File: config.mk
export PLATFORM = sky130hd
export DESIGN_NAME = feathered_tile_blend_top
export DESIGN_NICKNAME = d
export VERILOG_FILES = /design/src/sv/ftb_pkg.sv /design/src/sv/ftb_regs.sv /design/src/sv/ftb_ctrl.sv /design/src/sv/ftb_dpath.sv /design/src/sv/feathered_tile_blend_top.sv
export SDC_FILE = /design/constraint.sdc
export NUM_CORES = 2
export LEC_CHECK = 0
export ABC_CLOCK_PERIOD_IN_PS = 6100
export BUFFER_PORTS_ARGS = -buffer_cell sky130_fd_sc_hd__buf_4
export CAP_MARGIN = 10
export CORE_MARGIN = 4
export CORE_UTILIZATION = 44
export CTS_CLUSTER_DIAMETER = 50
export DETAILED_ROUTE_END_ITERATION = 10
export RECOVER_POWER = 25
export SLEW_MARGIN = 20
export SYNTH_ARGS = -nofsm -noshare
export SYNTH_HDL_FRONTEND = slang
export SYNTH_SLANG_ARGS = --single-unit
File: constraint.sdc
create_clock -name clk -period 6.1 [get_ports clk]
set_clock_uncertainty 0.05 [all_clocks]
set_input_delay 1.525 -clock clk [delete_from_list [all_inputs] [get_ports clk]]
set_output_delay 1.525 -clock clk [all_outputs]
set_load 0.01 [all_outputs]
File: src/sv/ftb_pkg.sv
// ----------------------------------------------------------------------------
// ftb_pkg
// Types and constants shared by the feathered tile blender modules.
// ----------------------------------------------------------------------------
package ftb_pkg;

    localparam int PIX_W   = 8;
    localparam int CFG_W   = 16;
    localparam int GUARD_W = 12;
    localparam int CNT_W   = 17;
    localparam int POS_W   = 19;
    localparam int ADDR_W  = 5;
    localparam int DATA_W  = 32;

    // Image positions carry one extra bit so the sign survives the guard offset.
    localparam int SPOS_W = POS_W + 1;

    // Divisor is twice the guard; remainder needs one bit more for the shift.
    localparam int DEN_W = GUARD_W + 1;
    localparam int REM_W = DEN_W + 1;

    // Weights are unsigned Q1.16.
    localparam int Q_W  = 16;
    localparam int WT_W = Q_W + 1;
    localparam logic [WT_W-1:0] WT_ONE = WT_W'(1) << Q_W;

    localparam int DIV_STEPS = Q_W;
    localparam int DIV_CNT_W = $clog2(DIV_STEPS);

    typedef enum logic [2:0] {
        REG_ORIGIN_X     = 3'd0,
        REG_ORIGIN_Y     = 3'd1,
        REG_TILE_WIDTH   = 3'd2,
        REG_TILE_HEIGHT  = 3'd3,
        REG_GUARD_W      = 3'd4,
        REG_GUARD_H      = 3'd5,
        REG_IMAGE_WIDTH  = 3'd6,
        REG_IMAGE_HEIGHT = 3'd7
    } reg_idx_t;

    typedef struct packed {
        logic [CFG_W-1:0]   origin_x;
        logic [CFG_W-1:0]   origin_y;
        logic [CFG_W-1:0]   tile_width;
        logic [CFG_W-1:0]   tile_height;
        logic [GUARD_W-1:0] guard_w;
        logic [GUARD_W-1:0] guard_h;
        logic [CFG_W-1:0]   image_width;
        logic [CFG_W-1:0]   image_height;
    } cfg_t;

    typedef struct packed {
        logic take;
        logic load;
        logic check;
        logic div_step;
        logic mul_weight;
        logic mul_chan;
        logic finish;
    } cmd_t;

    typedef struct packed {
        logic out_busy;
    } stat_t;

endpackage

File: src/sv/ftb_regs.sv
// ----------------------------------------------------------------------------
// ftb_regs
// APB-style configuration register file for the tile blender.
// ----------------------------------------------------------------------------
module ftb_regs
    import ftb_pkg::*;
(
    input  logic              clk,
    input  logic              rst_n,
    input  logic              psel,
    input  logic              penable,
    input  logic              pwrite,
    input  logic [ADDR_W-1:0] paddr,
    input  logic [DATA_W-1:0] pwdata,
    output logic [DATA_W-1:0] prdata,
    output logic              pready,
    output cfg_t              cfg
);

    cfg_t     cfg_reg;
    reg_idx_t idx;

    assign idx    = reg_idx_t'(paddr[ADDR_W-1:2]);
    assign pready = 1'b1;
    assign cfg    = cfg_reg;

    always_ff @(posedge clk or negedge rst_n)
    begin
        if (!rst_n)
        begin
            cfg_reg.origin_x     <= '0;
            cfg_reg.origin_y     <= '0;
            cfg_reg.tile_width   <= CFG_W'(1);
            cfg_reg.tile_height  <= CFG_W'(1);
            cfg_reg.guard_w      <= '0;
            cfg_reg.guard_h      <= '0;
            cfg_reg.image_width  <= CFG_W'(1);
            cfg_reg.image_height <= CFG_W'(1);
        end
        else if (psel && penable && pwrite)
        begin
            unique case (idx)
                REG_ORIGIN_X:     cfg_reg.origin_x     <= pwdata[CFG_W-1:0];
                REG_ORIGIN_Y:     cfg_reg.origin_y     <= pwdata[CFG_W-1:0];
                REG_TILE_WIDTH:   cfg_reg.tile_width   <= pwdata[CFG_W-1:0];
                REG_TILE_HEIGHT:  cfg_reg.tile_height  <= pwdata[CFG_W-1:0];
                REG_GUARD_W:      cfg_reg.guard_w      <= pwdata[GUARD_W-1:0];
                REG_GUARD_H:      cfg_reg.guard_h      <= pwdata[GUARD_W-1:0];
                REG_IMAGE_WIDTH:  cfg_reg.image_width  <= pwdata[CFG_W-1:0];
                REG_IMAGE_HEIGHT: cfg_reg.image_height <= pwdata[CFG_W-1:0];
                default:          cfg_reg              <= cfg_reg;
            endcase
        end
    end

    always_comb
    begin
        unique case (idx)
            REG_ORIGIN_X:     prdata = DATA_W'(cfg_reg.origin_x);
            REG_ORIGIN_Y:     prdata = DATA_W'(cfg_reg.origin_y);
            REG_TILE_WIDTH:   prdata = DATA_W'(cfg_reg.tile_width);
            REG_TILE_HEIGHT:  prdata = DATA_W'(cfg_reg.tile_height);
            REG_GUARD_W:      prdata = DATA_W'(cfg_reg.guard_w);
            REG_GUARD_H:      prdata = DATA_W'(cfg_reg.guard_h);
            REG_IMAGE_WIDTH:  prdata = DATA_W'(cfg_reg.image_width);
            REG_IMAGE_HEIGHT: prdata = DATA_W'(cfg_reg.image_height);
            default:          prdata = '0;
        endcase
    end

endmodule

File: src/sv/ftb_ctrl.sv
// ----------------------------------------------------------------------------
// ftb_ctrl
// Sequencer for one pixel: load, check, serial divide, two multiplies, finish.
// ----------------------------------------------------------------------------
module ftb_ctrl
    import ftb_pkg::*;
(
    input  logic  clk,
    input  logic  rst_n,
    input  logic  in_valid,
    output logic  in_stall,
    input  stat_t stat,
    output cmd_t  cmd
);

    typedef enum logic [6:0] {
        S_IDLE   = 7'b0000001,
        S_LOAD   = 7'b0000010,
        S_CHECK  = 7'b0000100,
        S_DIV    = 7'b0001000,
        S_MULW   = 7'b0010000,
        S_MULC   = 7'b0100000,
        S_FINISH = 7'b1000000
    } state_t;

    state_t               state_reg, state_next;
    logic [DIV_CNT_W-1:0] div_cnt_reg, div_cnt_next;

    assign in_stall = (state_reg != S_IDLE);

    always_comb
    begin
        state_next   = state_reg;
        div_cnt_next = div_cnt_reg;
        cmd          = '0;
        unique case (state_reg)
            S_IDLE:
            begin
                if (in_valid)
                begin
                    cmd.take   = 1'b1;
                    state_next = S_LOAD;
                end
            end
            S_LOAD:
            begin
                cmd.load   = 1'b1;
                state_next = S_CHECK;
            end
            S_CHECK:
            begin
                cmd.check    = 1'b1;
                div_cnt_next = '0;
                state_next   = S_DIV;
            end
            S_DIV:
            begin
                cmd.div_step = 1'b1;
                div_cnt_next = div_cnt_reg + DIV_CNT_W'(1);
                if (div_cnt_reg == DIV_CNT_W'(DIV_STEPS - 1))
                begin
                    state_next = S_MULW;
                end
            end
            S_MULW:
            begin
                cmd.mul_weight = 1'b1;
                state_next     = S_MULC;
            end
            S_MULC:
            begin
                cmd.mul_chan = 1'b1;
                state_next   = S_FINISH;
            end
            S_FINISH:
            begin
                // Wait here while the previous result still sits unclaimed.
                if (!stat.out_busy)
                begin
                    cmd.finish = 1'b1;
                    state_next = S_IDLE;
                end
            end
            default:
            begin
                state_next = S_IDLE;
            end
        endcase
    end

    always_ff @(posedge clk or negedge rst_n)
    begin
        if (!rst_n)
        begin
            state_reg   <= S_IDLE;
            div_cnt_reg <= '0;
        end
        else
        begin
            state_reg   <= state_next;
            div_cnt_reg <= div_cnt_next;
        end
    end

endmodule

File: src/sv/ftb_dpath.sv
// ----------------------------------------------------------------------------
// ftb_dpath
// Scan counters, feather weight ramps, restoring divider and channel blend.
// ----------------------------------------------------------------------------
module ftb_dpath
    import ftb_pkg::*;
(
    input  logic              clk,
    input  logic              rst_n,
    input  cfg_t              cfg,
    input  cmd_t              cmd,
    output stat_t             stat,
    input  logic [PIX_W-1:0]  src_b,
    input  logic [PIX_W-1:0]  src_g,
    input  logic [PIX_W-1:0]  src_r,
    input  logic [PIX_W-1:0]  dst_b,
    input  logic [PIX_W-1:0]  dst_g,
    input  logic [PIX_W-1:0]  dst_r,
    output logic              out_valid,
    input  logic              out_stall,
    output logic [PIX_W-1:0]  out_b,
    output logic [PIX_W-1:0]  out_g,
    output logic [PIX_W-1:0]  out_r,
    output logic              in_image,
    output logic [POS_W-1:0]  image_x,
    output logic [POS_W-1:0]  image_y,
    output logic              last
);

    typedef struct packed {
        logic             ramp;
        logic [DEN_W-1:0] num;
    } ramp_t;

    // Ramp numerator for one axis; num is always below the divisor when ramp is set.
    function automatic ramp_t axis_ramp(input logic [CNT_W-1:0] cnt,
                                        input logic [CFG_W-1:0] size,
                                        input logic [GUARD_W-1:0] guard);
        logic [DEN_W-1:0] den;
        logic             lead;
        logic             trail;
        logic [CNT_W-1:0] over;
        ramp_t            r;
        den    = {guard, 1'b0};
        lead   = cnt < CNT_W'(den);
        trail  = cnt > CNT_W'(size);
        over   = cnt - CNT_W'(size);
        r.ramp = lead || (trail && (den != '0));
        if (lead)
        begin
            r.num = cnt[DEN_W-1:0];
        end
        else if (over >= CNT_W'(den))
        begin
            r.num = '0;
        end
        else
        begin
            r.num = den - over[DEN_W-1:0];
        end
        return r;
    endfunction

    // Image-border pixels keep full weight.
    function automatic logic at_border(input logic [POS_W-1:0] pos,
                                       input logic [GUARD_W-1:0] guard,
                                       input logic [CFG_W-1:0] extent);
        logic [POS_W:0] reach;
        reach = {1'b0, pos} + (POS_W+1)'(guard);
        return (pos < POS_W'(guard)) || (reach > (POS_W+1)'(extent));
    endfunction

    function automatic logic [PIX_W-1:0] sat_add(input logic [PIX_W-1:0] a,
                                                 input logic [PIX_W-1:0] b);
        logic [PIX_W:0] s;
        s = {1'b0, a} + {1'b0, b};
        return s[PIX_W] ? {PIX_W{1'b1}} : s[PIX_W-1:0];
    endfunction

    // Scan position
    logic [CNT_W-1:0] col_reg, row_reg;
    logic [CNT_W:0]   col_inc, row_inc, scan_w, scan_h;
    logic             row_end, scan_end;

    // Captured item
    logic [PIX_W-1:0] sb_reg, sg_reg, sr_reg, db_reg, dg_reg, dr_reg;
    logic [CNT_W-1:0] col_i_reg, row_i_reg;
    logic             last_i_reg;

    // Position and ramp setup
    logic signed [SPOS_W-1:0] fx_c, fy_c;
    logic signed [SPOS_W-1:0] fx_reg, fy_reg;
    ramp_t                    rx_c, ry_c, rx_reg, ry_reg;
    logic                     inside_reg, use_x_reg, use_y_reg;
    logic                     inside_c;

    // Divider lanes
    logic [DEN_W-1:0] den_x, den_y;
    logic [REM_W-1:0] remx_reg, remy_reg, remx_sh, remy_sh;
    logic             gex, gey;
    logic [Q_W-1:0]   qx_reg, qy_reg;

    // Multiplies
    logic [WT_W-1:0]   wx, wy, w_reg;
    logic [2*WT_W-1:0] wprod;
    logic [WT_W+PIX_W-1:0] pb, pg, pr;
    logic [PIX_W-1:0]  pb_reg, pg_reg, pr_reg;

    // Output register
    logic              out_valid_reg;
    logic [PIX_W-1:0]  ob_reg, og_reg, or_reg;
    logic              in_image_reg, last_reg;
    logic [POS_W-1:0]  ix_reg, iy_reg;

    assign col_inc  = {1'b0, col_reg} + (CNT_W+1)'(1);
    assign row_inc  = {1'b0, row_reg} + (CNT_W+1)'(1);
    assign scan_w   = (CNT_W+1)'(cfg.tile_width) + (CNT_W+1)'({cfg.guard_w, 1'b0});
    assign scan_h   = (CNT_W+1)'(cfg.tile_height) + (CNT_W+1)'({cfg.guard_h, 1'b0});
    assign row_end  = col_inc >= scan_w;
    assign scan_end = row_end && (row_inc >= scan_h);

    always_ff @(posedge clk or negedge rst_n)
    begin
        if (!rst_n)
        begin
            col_reg <= '0;
            row_reg <= '0;
        end
        else if (cmd.take)
        begin
            if (row_end)
            begin
                col_reg <= '0;
                row_reg <= scan_end ? '0 : row_inc[CNT_W-1:0];
            end
            else
            begin
                col_reg <= col_inc[CNT_W-1:0];
            end
        end
    end

    always_ff @(posedge clk)
    begin
        if (cmd.take)
        begin
            sb_reg     <= src_b;
            sg_reg     <= src_g;
            sr_reg     <= src_r;
            db_reg     <= dst_b;
            dg_reg     <= dst_g;
            dr_reg     <= dst_r;
            col_i_reg  <= col_reg;
            row_i_reg  <= row_reg;
            last_i_reg <= scan_end;
        end
    end

    assign fx_c = $signed(SPOS_W'(cfg.origin_x)) - $signed(SPOS_W'(cfg.guard_w))
                + $signed(SPOS_W'(col_i_reg));
    assign fy_c = $signed(SPOS_W'(cfg.origin_y)) - $signed(SPOS_W'(cfg.guard_h))
                + $signed(SPOS_W'(row_i_reg));
    assign rx_c = axis_ramp(col_i_reg, cfg.tile_width, cfg.guard_w);
    assign ry_c = axis_ramp(row_i_reg, cfg.tile_height, cfg.guard_h);

    always_ff @(posedge clk)
    begin
        if (cmd.load)
        begin
            fx_reg <= fx_c;
            fy_reg <= fy_c;
            rx_reg <= rx_c;
            ry_reg <= ry_c;
        end
    end

    assign inside_c = !fx_reg[SPOS_W-1] && !fy_reg[SPOS_W-1]
                   && (fx_reg[POS_W-1:0] < POS_W'(cfg.image_width))
                   && (fy_reg[POS_W-1:0] < POS_W'(cfg.image_height));

    assign den_x   = {cfg.guard_w, 1'b0};
    assign den_y   = {cfg.guard_h, 1'b0};
    assign remx_sh = {remx_reg[REM_W-2:0], 1'b0};
    assign remy_sh = {remy_reg[REM_W-2:0], 1'b0};
    assign gex     = remx_sh >= REM_W'(den_x);
    assign gey     = remy_sh >= REM_W'(den_y);

    // One quotient bit per step for both axes: floor(num * 2^16 / den).
    always_ff @(posedge clk)
    begin
        if (cmd.check)
        begin
            inside_reg <= inside_c;
            use_x_reg  <= rx_reg.ramp
                       && !at_border(fx_reg[POS_W-1:0], cfg.guard_w, cfg.image_width);
            use_y_reg  <= ry_reg.ramp
                       && !at_border(fy_reg[POS_W-1:0], cfg.guard_h, cfg.image_height);
            remx_reg   <= REM_W'(rx_reg.num);
            remy_reg   <= REM_W'(ry_reg.num);
            qx_reg     <= '0;
            qy_reg     <= '0;
        end
        else if (cmd.div_step)
        begin
            remx_reg <= gex ? (remx_sh - REM_W'(den_x)) : remx_sh;
            remy_reg <= gey ? (remy_sh - REM_W'(den_y)) : remy_sh;
            qx_reg   <= {qx_reg[Q_W-2:0], gex};
            qy_reg   <= {qy_reg[Q_W-2:0], gey};
        end
    end

    assign wx    = use_x_reg ? WT_W'(qx_reg) : WT_ONE;
    assign wy    = use_y_reg ? WT_W'(qy_reg) : WT_ONE;
    assign wprod = wx * wy;
    assign pb    = w_reg * (WT_W+PIX_W)'(sb_reg);
    assign pg    = w_reg * (WT_W+PIX_W)'(sg_reg);
    assign pr    = w_reg * (WT_W+PIX_W)'(sr_reg);

    // Weight is at most 1.0, so the scaled channel term fits in a byte.
    always_ff @(posedge clk)
    begin
        if (cmd.mul_weight)
        begin
            w_reg <= wprod[Q_W+WT_W-1:Q_W];
        end
        if (cmd.mul_chan)
        begin
            pb_reg <= pb[Q_W+PIX_W-1:Q_W];
            pg_reg <= pg[Q_W+PIX_W-1:Q_W];
            pr_reg <= pr[Q_W+PIX_W-1:Q_W];
        end
    end

    always_ff @(posedge clk or negedge rst_n)
    begin
        if (!rst_n)
        begin
            out_valid_reg <= 1'b0;
        end
        else if (cmd.finish)
        begin
            out_valid_reg <= 1'b1;
        end
        else if (!out_stall)
        begin
            out_valid_reg <= 1'b0;
        end
    end

    always_ff @(posedge clk)
    begin
        if (cmd.finish)
        begin
            ob_reg       <= inside_reg ? sat_add(db_reg, pb_reg) : db_reg;
            og_reg       <= inside_reg ? sat_add(dg_reg, pg_reg) : dg_reg;
            or_reg       <= inside_reg ? sat_add(dr_reg, pr_reg) : dr_reg;
            in_image_reg <= inside_reg;
            ix_reg       <= fx_reg[POS_W-1:0];
            iy_reg       <= fy_reg[POS_W-1:0];
            last_reg     <= last_i_reg;
        end
    end

    assign stat.out_busy = out_valid_reg && out_stall;

    assign out_valid = out_valid_reg;
    assign out_b     = ob_reg;
    assign out_g     = og_reg;
    assign out_r     = or_reg;
    assign in_image  = in_image_reg;
    assign image_x   = ix_reg;
    assign image_y   = iy_reg;
    assign last      = last_reg;

endmodule

File: src/sv/feathered_tile_blend_top.sv
// Each pixel runs accept, load, check, the 16-step restoring divider for the ramp weights,
// the weight and channel multiplies and the output load, which waits while the previous
// beat is still stalled. A new pixel is accepted only after the last one is through.
// A finished beat waits in the output register while the next pixel is already accepted.
// Reset (rst_n low, asynchronous): registers return to their defaults, scan counters to zero.
// ----------------------------------------------------------------------------
// feathered_tile_blend_top
// Blends a guard-banded tile into a BGR image with feathered linear weights.
// ----------------------------------------------------------------------------
module feathered_tile_blend_top
    import ftb_pkg::*;
(
    input  logic              clk,
    input  logic              rst_n,
    input  logic              psel,
    input  logic              penable,
    input  logic              pwrite,
    input  logic [ADDR_W-1:0] paddr,
    input  logic [DATA_W-1:0] pwdata,
    output logic [DATA_W-1:0] prdata,
    output logic              pready,
    input  logic              in_valid,
    output logic              in_stall,
    input  logic [PIX_W-1:0]  src_b,
    input  logic [PIX_W-1:0]  src_g,
    input  logic [PIX_W-1:0]  src_r,
    input  logic [PIX_W-1:0]  dst_b,
    input  logic [PIX_W-1:0]  dst_g,
    input  logic [PIX_W-1:0]  dst_r,
    output logic              out_valid,
    input  logic              out_stall,
    output logic [PIX_W-1:0]  out_b,
    output logic [PIX_W-1:0]  out_g,
    output logic [PIX_W-1:0]  out_r,
    output logic              in_image,
    output logic [POS_W-1:0]  image_x,
    output logic [POS_W-1:0]  image_y,
    output logic              last
);

    cfg_t  cfg;
    cmd_t  cmd;
    stat_t stat;

    ftb_regs u_regs (
        .clk     (clk),
        .rst_n   (rst_n),
        .psel    (psel),
        .penable (penable),
        .pwrite  (pwrite),
        .paddr   (paddr),
        .pwdata  (pwdata),
        .prdata  (prdata),
        .pready  (pready),
        .cfg     (cfg)
    );

    ftb_ctrl u_ctrl (
        .clk      (clk),
        .rst_n    (rst_n),
        .in_valid (in_valid),
        .in_stall (in_stall),
        .stat     (stat),
        .cmd      (cmd)
    );

    ftb_dpath u_dpath (
        .clk       (clk),
        .rst_n     (rst_n),
        .cfg       (cfg),
        .cmd       (cmd),
        .stat      (stat),
        .src_b     (src_b),
        .src_g     (src_g),
        .src_r     (src_r),
        .dst_b     (dst_b),
        .dst_g     (dst_g),
        .dst_r     (dst_r),
        .out_valid (out_valid),
        .out_stall (out_stall),
        .out_b     (out_b),
        .out_g     (out_g),
        .out_r     (out_r),
        .in_image  (in_image),
        .image_x   (image_x),
        .image_y   (image_y),
        .last      (last)
    );

endmodule

==> results.sh <==
export IMPL_initial_core_util_pct=44.2
export IMPL_pin_count=191
export IMPL_cp_max_fo=7
export IMPL_yosys_top_cells_area="fa_1 (20%), edfxtp_1 (17%), ha_1 (15%), dfrtp_1 (7.9%), inv_1 (5.4%)"
export IMPL_cp_start_kind="flip-flop"
export IMPL_max_freq_mhz=151
export IMPL_synth_cell_area_um2=51300
export IMPL_grt_pass1_vias=40069
export IMPL_fin_cells=7316
export IMPL_seq_area_frac_synth_pct=26.0
export IMPL_drc=0
export IMPL_synth_top_cell_area_share_pct=19.6
export IMPL_max_stage_delay_ns=0.57
export IMPL_drive_gt1_share_pct=13.3
export IMPL_dp_hpwl_um=119000
export IMPL_path_depth=23
export IMPL_largest_reg_flops=120
export IMPL_cts_buffers=76
export IMPL_num_rows=125
export IMPL_area_growth_synth_to_final_pct=15.2
export IMPL_status="finished, violations left"
export IMPL_crit_type="reg2reg"
export IMPL_yosysTopAreaCell="fa_1"
export IMPL_worst_pin_slew_ns=4.71
export IMPL_fin_crit_sh_pct=109
export IMPL_antenna_found_initial=3
export IMPL_clock_root_buffer="clkbuf_16"
export IMPL_crit_end="u_dpath.w_reg[16]"
export IMPL_dp_slack_ns=-0.482
export IMPL_wl_per_cell_um=20.4
export IMPL_synthArstFlopShare_pct=34.4
export IMPL_grt_overflow_total=0
export IMPL_routabilityCongestion=0.936
export IMPL_fin_hold_ws_ns=0.380
export IMPL_finalSetupViolCount=13
export IMPL_drv_slew=115
export IMPL_die_y_um=349
export IMPL_fin_crit_ns=6.63
export IMPL_core_um2=116000
export IMPL_die_area_um2=122000
export IMPL_cpLargestDelayFamily="adder cells"
export IMPL_power_density_nw_per_um2=480
export IMPL_postSynthAreaPerCell_um2=9.55
export IMPL_slowest_stage="fa_1"
export IMPL_worstPathRequired_ns=6.46
export IMPL_rr_startpoint="u_dpath.use_x_reg"
export IMPL_cts_buffer_depth=3
export IMPL_drv_cap=2
export IMPL_peakVddDrop_uv=596
export IMPL_grt_pass1_wl_um=231000
export IMPL_clk_latency_ns=0.69
export IMPL_worst_hold_path_type="reg2reg"
export IMPL_grt_max_degree=83
export IMPL_p_leak_nw=28.1
export IMPL_end_kind="flip-flop"
export IMPL_crit_chain="buf_12 -> buf_12 -> and2_4 -> nand2_2 -> fa_1 -> fa_1 -> fa_1 -> inv_1 -> fa_1 -> fa_1 -> inv_1 -> fa_1 -> inv_2 -> ha_4 -> a2111oi_4 -> o41ai_4 -> o211ai_1 -> buf_4 -> nand4b_1 -> o31a_1 -> a41o_1 -> a21oi_2 -> xnor2_1"
export IMPL_syn_inst=5374
export IMPL_r2r_setup_slack_ns=-0.53
export IMPL_ys_seq_elements=483
export IMPL_synth_edf_count=285
export IMPL_grt_use_total_pct=24.5
export IMPL_clk_pin_slew_ns=0.05
export IMPL_die_width_um=349
export IMPL_ys_warn_count=0
export IMPL_crit_top_cell="fa_1"
export IMPL_max_slew_margin_pct=-214
export IMPL_ff2ff_path_depth=23
export IMPL_routed_wl_um=149000
export IMPL_synth_cell_types=97
export IMPL_place_inst=7148
export IMPL_fin_nets=6923
export IMPL_crit_buf_inv=6
export IMPL_first_iter_violations=2771
export IMPL_postRouteAntennaNets=0
export IMPL_port_buffers=155
export IMPL_violations="capacitance limit, slew limit, setup timing"
export IMPL_synth_ff_type="edfxtp_1"
export IMPL_hold_violations=0
export IMPL_cts_max_level=3
export IMPL_vias=39781
export IMPL_rsz0062_at_grt="true"
export IMPL_finalPower_w=0.0284
export IMPL_startpoint="u_dpath.use_x_reg"
export IMPL_fin_ws_ns=-0.529
export IMPL_worstPathArrival_ns=6.99
export IMPL_clock_sinks=483
export IMPL_via_per_inst=5.44
export IMPL_r2r_end="u_dpath.w_reg[16]"
export IMPL_first_pass_iters=5
export IMPL_cts_tree="done"
-- synthesized netlist by cell type, drive strengths merged, types with 42 or more instances --
library cell / n
clkbuf: 167
ha: 601
nand2b: 56
nand3: 79
nand2: 635
edfxtp: 285
mux2: 42
a21oi: 210
nor3: 64
inv: 735
a22o: 71
nor2b: 46
a21o: 118
fa: 502
o21ai: 217
and2: 210
xor2: 106
xnor2: 162
dfrtp: 161
nor2: 356
-- layout make-up --
type,instances,area (µm²)
diodes,1,2.50
flip-flops and latches,483,13400
clock inverters,51,539
multi-input cells,3973,34900
well taps,1524,1910
fillers,10737,57000
clock buffers,90,2030
repair buffers,457,3580
inverters,737,2770
-- routing by layer --
metal	routed length [µm]	GRT usage, %	part of all wire (%)
met1	64800	32.9	43
met2	70500	40.9	47
met3	8360	3.58	5.6
met4	5390	8.00	3.6
met5	11	0	0.0074
-- worst min-delay path by stage --
stage | from | to | slack (ns) | cells past startpoint
after CTS | u_dpath.last_i_reg | u_dpath.last | 0.39 | 0
after floorplan | u_dpath.last_i_reg | u_dpath.last | 0.35 | 0
after global routing | u_dpath.last_i_reg | u_dpath.last | 0.40 | 0
final | u_dpath.last_i_reg | u_dpath.last | 0.38 | 0
after detailed placement | u_dpath.last_i_reg | u_dpath.last | 0.37 | 0
after global placement | u_dpath.last_i_reg | u_dpath.last | 0.36 | 0
-- layout by cell type (no fill, tap or decap), types with 13 or more instances in the layout --
cell	count
ha_1	593
xor2_1	106
or2_2	13
a21o_1	116
o22a_1	23
nand4_1	36
a31oi_1	26
and2_4	13
clkbuf_4	43
o22ai_1	14
a22o_1	58
or3_1	14
o21ai_0	209
edfxtp_1	285
nand2_1	612
mux2_2	42
buf_4	382
dfrtp_1	161
o21a_1	31
nor2b_1	44
nor3_1	58
nor2_1	348
clkbuf_1	21
nand2b_1	54
nand3_1	78
xnor2_1	161
o211ai_1	22
a22o_2	13
fa_1	495
mux2i_1	34
clkbuf_16	78
dfxtp_1	32
conb_1	17
inv_1	732
o21bai_1	31
and2_1	194
a21oi_1	204
a211oi_1	20
and3_1	31
-- cell families after synthesis --
group                    count (synthesis)  synth area share, %
AND/OR/NAND/NOR                       1599                 14.5
XOR/XNOR                               268                 4.58
AO/OA/AOI/OAI                          902                 11.7
buffers and inverters                  933                 6.98
other                                    2               0.0146
multiplexers                            84                 1.94
flip-flops                             483                 26.0
adder cells (fa/ha/maj)               1103                 34.2
-- repair_timing --
action,4_1_cts,5_1_grt
pin swaps,30,39
setup endpoints to repair,12,17
resized for setup,50,39
setup buffers,16,12
hold buffers,0,0
cloned,2,0
-- metrics by stage --
step | setup TNS [ns] | cell area (µm²) | util, %
after CTS | -3.20 | 58900 | 50.8
after global placement | -2.35 | 56000 | 48.3
after detailed placement | -3.63 | 56000 | 48.3
after floorplan | -0.0506 | 51700 | -
final | -3.60 | 59100 | 50.9
after global routing | -6.45 | 59100 | 50.9
-- power breakdown --
| group | internal (W) | leakage (nW) | switching (W) |
|---|---|---|---|
| clock | 0.00264 | 1.23 | 0.00174 |
| sequential | 0.00479 | 4.90 | 0.000806 |
| combinational | 0.00809 | 21.9 | 0.0103 |
| total | 0.0155 | 28.1 | 0.0128 |
Note: power is estimated with default switching activity, not from simulation.
